### config.mk
export PLATFORM = sky130hd
export DESIGN_NAME = spt_blend
export DESIGN_NICKNAME = d
export VERILOG_FILES = /design/src/design/spt_pkg.sv /design/src/design/spt_blend.sv
export SDC_FILE = /design/constraint.sdc
export NUM_CORES = 2
export LEC_CHECK = 0
export BUFFER_PORTS_ARGS = -buffer_cell sky130_fd_sc_hd__clkbuf_2
export CORE_MARGIN = 2
export CORE_UTILIZATION = 40
export CTS_BUF_LIST = sky130_fd_sc_hd__clkbuf_4 sky130_fd_sc_hd__clkbuf_8
export CTS_CLUSTER_DIAMETER = 100
export DETAILED_ROUTE_END_ITERATION = 12
export GPL_TIMING_DRIVEN = 1
export HOLD_SLACK_MARGIN = 0.08
export PLACE_DENSITY = 0.59
export SLEW_MARGIN = 20
export SYNTH_ARGS = -nofsm -noshare
export SYNTH_HDL_FRONTEND = slang
export SYNTH_SLANG_ARGS = --single-unit
### constraint.sdc
create_clock -name aclk -period 12 [get_ports aclk]
set_input_delay 1.2 -clock aclk [delete_from_list [all_inputs] [get_ports aclk]]
set_output_delay 1.2 -clock aclk [all_outputs]
set_load 0.005 [all_outputs]
### src/design/spt_pkg.sv
package spt_pkg;

    // item kind carried in s_tuser
    localparam logic OP_WRITE = 1'b0;
    localparam logic OP_READ  = 1'b1;

    // configuration register indexes
    localparam logic REG_SMOOTHING_COEFF = 1'b0;
    localparam logic REG_RISE_OFFSET     = 1'b1;

    // register reset values
    localparam logic [15:0] SMOOTHING_COEFF_RESET = 16'd65470;
    localparam logic [14:0] RISE_OFFSET_RESET     = 15'd1280;

    // field widths
    localparam int SAMPLE_W = 16;
    localparam int COEFF_W  = 16;
    localparam int OFFSET_W = 15;

    typedef enum logic [2:0] {
        ST_CLEAR,
        ST_IDLE,
        ST_READ,
        ST_SWEEP,
        ST_DRAIN
    } state_t;

    // sequencer outputs
    typedef struct packed {
        logic s_ready;
        logic clear_en;
        logic sweep_issue;
        logic out_load;
    } ctl_t;

endpackage

### src/design/spt_blend.sv
module spt_blend #(
    parameter int ADDR_W = 10
) (
    input  logic                              aclk,
    input  logic                              aresetn,
    input  logic                              in_valid,
    input  logic signed [spt_pkg::SAMPLE_W-1:0] spec,
    input  logic signed [spt_pkg::SAMPLE_W-1:0] peak,
    input  logic [ADDR_W-1:0]                 in_addr,
    input  logic [spt_pkg::COEFF_W-1:0]       coeff,
    input  logic [spt_pkg::OFFSET_W-1:0]      offset,
    output logic                              out_valid,
    output logic [ADDR_W-1:0]                 out_addr,
    output logic signed [spt_pkg::SAMPLE_W-1:0] out_data,
    output logic                              busy
);

    logic [16:0]        coeff_ext;
    logic [16:0]        coeff_inv;
    logic [16:0]        w_spec;
    logic [16:0]        w_peak;
    logic               rise;

    logic               v1_reg;
    logic               rise1_reg;
    logic [ADDR_W-1:0]  addr1_reg;
    logic signed [33:0] prod_s_reg;
    logic signed [33:0] prod_p_reg;

    logic               v2_reg;
    logic               rise2_reg;
    logic [ADDR_W-1:0]  addr2_reg;
    logic signed [33:0] sum_reg;

    logic signed [17:0] avg;
    logic signed [17:0] bumped;
    logic signed [15:0] sat;

    logic               v3_reg;
    logic [ADDR_W-1:0]  addr3_reg;
    logic signed [15:0] res_reg;

    // weight selection: a on the sample when it rises above the peak
    assign coeff_ext = {1'b0, coeff};
    assign coeff_inv = 17'h10000 - coeff_ext;
    assign rise      = spec > peak;
    assign w_spec    = rise ? coeff_ext : coeff_inv;
    assign w_peak    = rise ? coeff_inv : coeff_ext;

    // stage 1: the two weighted products
    always_ff @(posedge aclk) begin
        prod_s_reg <= $signed({1'b0, w_spec}) * spec;
        prod_p_reg <= $signed({1'b0, w_peak}) * peak;
        rise1_reg  <= rise;
        addr1_reg  <= in_addr;
    end

    // stage 2: sum with rounding bias
    always_ff @(posedge aclk) begin
        sum_reg   <= prod_s_reg + prod_p_reg + 34'sd32768;
        rise2_reg <= rise1_reg;
        addr2_reg <= addr1_reg;
    end

    // stage 3: floor to Q8.8, add rise offset, saturate
    assign avg    = sum_reg[33:16];
    assign bumped = avg + (rise2_reg ? $signed({3'b000, offset}) : 18'sd0);

    always_comb begin
        if (bumped > 18'sd32767) begin
            sat = 16'sh7fff;
        end else if (bumped < -18'sd32768) begin
            sat = 16'sh8000;
        end else begin
            sat = bumped[15:0];
        end
    end

    always_ff @(posedge aclk) begin
        res_reg   <= sat;
        addr3_reg <= addr2_reg;
    end

    // stage valid flags
    always_ff @(posedge aclk) begin
        if (!aresetn) begin
            v1_reg <= 1'b0;
            v2_reg <= 1'b0;
            v3_reg <= 1'b0;
        end else begin
            v1_reg <= in_valid;
            v2_reg <= v1_reg;
            v3_reg <= v2_reg;
        end
    end

    assign out_valid = v3_reg;
    assign out_addr  = addr3_reg;
    assign out_data  = res_reg;
    assign busy      = v1_reg | v2_reg | v3_reg;

endmodule

==> metrics.cfg <==
[clock_network]
clk_pin_slew_ns = 0.08
postCtsSetupBuffers = 0
cts_made_buffers = 17
cts.sinks = 137
cts_hold_buf = 0
tritoncts = yes
clock_tree.root_cell = clkbuf_8
clock_path_buffers = 2
clock_latency_ns = 0.48
post_cts_resized = 0
htree_num_levels = 4

[timing]
worstMarginPinSlew_ns = 1.16
finalHoldViolations = 0
max_slew_margin_pct = 22.1
timing.fmax_ghz = 0.0994
period_needed_ns = 10.06
setup_viol_count_final = 0
fin_worst_skew_ns = 0.0167
setup_tns_ns = 0
rsz0062_at_grt = no
maxSlewViolCount = 0
period_share_pct = 83.8

[floorplan]
die_area_sq_um = 68200
core_sq_um = 65600
dieWidth_um = 261
row_count = 94
die_h_um = 261
start_util_pct = 40.3
io_pins = 104

[drt]
drc = 0
via_count = 22200
drt_iter0_drc = 2127
wl_per_cell_um = 22.4
viasPerCell = 5.76
antenna_left = 0
dr.pass1.iters = 8
drt-total-wl_um = 86200

[placement]
portBuffers = 103
dp_hpwl_um = 69000
placed_area_sq_um = 28200
gp_congestion = 1.03

[grt]
antenna_found_initial = 1
grt_max_degree = 34
grt_overflow = 0
grt_pass1_wl_um = 133000
gr-usage-all-layers_pct = 25.4
grt_pass1_vias = 22700

[logic_synthesis]
synth.avg_cell_area_sq_um = 9.02
syn-cell-area_sq_um = 26500
synthCells = 2933
ys.flop_type = dfxtp_1
yosysWarnings = 0
synthesis.nets = 3769
ys_async_sr_fraction_pct = 0
yosysSeqAreaShare_pct = 10.4
ys_ff_latch = 137
synth_edf_count = 0
synth_cell_types = 71

[critical_path]
start_kind = primary input
crit_arrival_ns = 10.40
crit_slowest_cell = o31ai_4
critPathBufInv = 6
critPathRequiredTime_ns = 12.34
reg2reg_depth = 11
worst-setup-path-type = in2reg
worst_path_dominant_cell_family = adder cells
r2r_slack_ns = 8.44
worstSetupEndpointType = flip-flop
r2r_end = out_data[0]
cp_slowest_stage_delay_ns = 0.96
crit_start = peak[1]
path_common_cell = fa_1
crit_end = prod_p_reg[32]
path_depth = 29
crit_path_max_fanout = 22
r2r_start = rise2_reg

[layout]
syn2layout_area_growth_pct = 8.14
final_area_sq_um = 28600
drive_above_1_share_pct = 9.10
nNetsFinal = 3813
mostFrequentLayoutCell = inv_1
mostFrequentLayoutCells = inv_1, fa_1, ha_1, nand3_1, dfxtp_1

[hold_path]
min_path_cells = 0
holdCritPathClass = reg2reg

[status]
outcome = finished, final reports clean

[run]
maxCapViolCount = 0

-- worst reg2reg max path, cell delays in order (launching register included) --
cell and delay, ns:
dfxtp_1 0.56, and2_1 0.26, ha_1 0.25, a21o_1 0.16, a21o_1 0.20, a2111oi_0 0.45, buf_4 0.21, o211a_1 0.22
o21ba_2 0.17, a311o_1 0.16, nand3_1 0.43, o31ai_1 0.41
-- metrics by stage --
stage / utilization, % / cells / worst slack [ns] / hold slack [ns]
6_report: 43.6 / 3855 / 1.94 / 0.328
3_3_place_gp: 43.0 / 3822 / 1.57 / 0.310
5_1_grt: 43.6 / 3855 / 1.52 / 0.333
2_1_floorplan: - / 2933 / 2.46 / 0.310
3_5_place_dp: 43.0 / 3822 / 1.52 / 0.312
4_1_cts: 43.6 / 3854 / 2.04 / 0.331
-- cells by family after synthesis --
family	after synthesis	synth area share, %
adders and majority gates	760	47.8
buffers and inverters	711	10.2
AOI/OAI and AO/OA	622	16.5
and+or+nand+nor	618	12.3
DFF	137	10.4
xor gates and xnor gates	83	2.75
muxes	2	0.0804
-- Yosys cell counts (7+ instances only) --
cell | n | area, sq um
fa_1 | 417 | 8350
or3_1 | 9 | 56.3
nor3_1 | 89 | 445
clkbuf_1 | 136 | 510
nand3_1 | 138 | 691
o21a_1 | 19 | 143
o31a_1 | 72 | 631
o21ai_0 | 59 | 295
nand2b_1 | 7 | 43.8
o31ai_1 | 146 | 1100
buf_2 | 9 | 45.0
dfxtp_1 | 137 | 2740
a21oi_1 | 121 | 606
xor2_1 | 26 | 228
nor4_1 | 17 | 106
nand4_1 | 15 | 93.8
or4_1 | 12 | 90.1
a21boi_0 | 7 | 52.6
a211oi_1 | 13 | 97.6
a2111oi_0 | 16 | 140
a31o_2 | 8 | 70.1
nand2_1 | 71 | 267
a21o_1 | 53 | 398
inv_1 | 558 | 2090
xnor2_1 | 57 | 499
and3_1 | 106 | 663
nor2_1 | 90 | 338
or2_2 | 7 | 43.8
o21bai_1 | 13 | 97.6
and2_1 | 39 | 244
a31oi_1 | 45 | 282
ha_1 | 343 | 4290
-- worst min-delay path by stage --
stage                       from           end  slack [ns]
floorplan           addr1_reg[0]  addr2_reg[0]        0.31
global placement    addr1_reg[7]  addr2_reg[7]        0.31
detailed placement  addr1_reg[6]  addr2_reg[6]        0.31
CTS                 addr1_reg[6]  addr2_reg[6]        0.33
global route        addr2_reg[5]   out_addr[5]        0.33
finish              addr1_reg[5]  addr2_reg[5]        0.33
-- area by class of cell --
cell class | instances | area [sq um]
Clock buffer | 19 | 262
Inverter | 561 | 2110
Multi-Input combinational cell | 2085 | 21200
Fill cell | 6480 | 37000
Antenna cell | 1 | 2.50
Sequential cell | 137 | 2740
Clock inverter | 13 | 133
Timing Repair Buffer | 175 | 1060
Tap cell | 864 | 1080
-- metal layers --
| metal | global-route usage, % | routed length [um] |
|---|---|---|
| met1 | 35.5 | 38100 |
| met4 | 9.85 | 3290 |
| met2 | 38.3 | 36500 |
| met5 | 0 | 0 |
| met3 | 5.55 | 8280 |
Power is not shown: default switching activity piles up to over one toggle a cycle in this logic, so the estimate is an artifact.
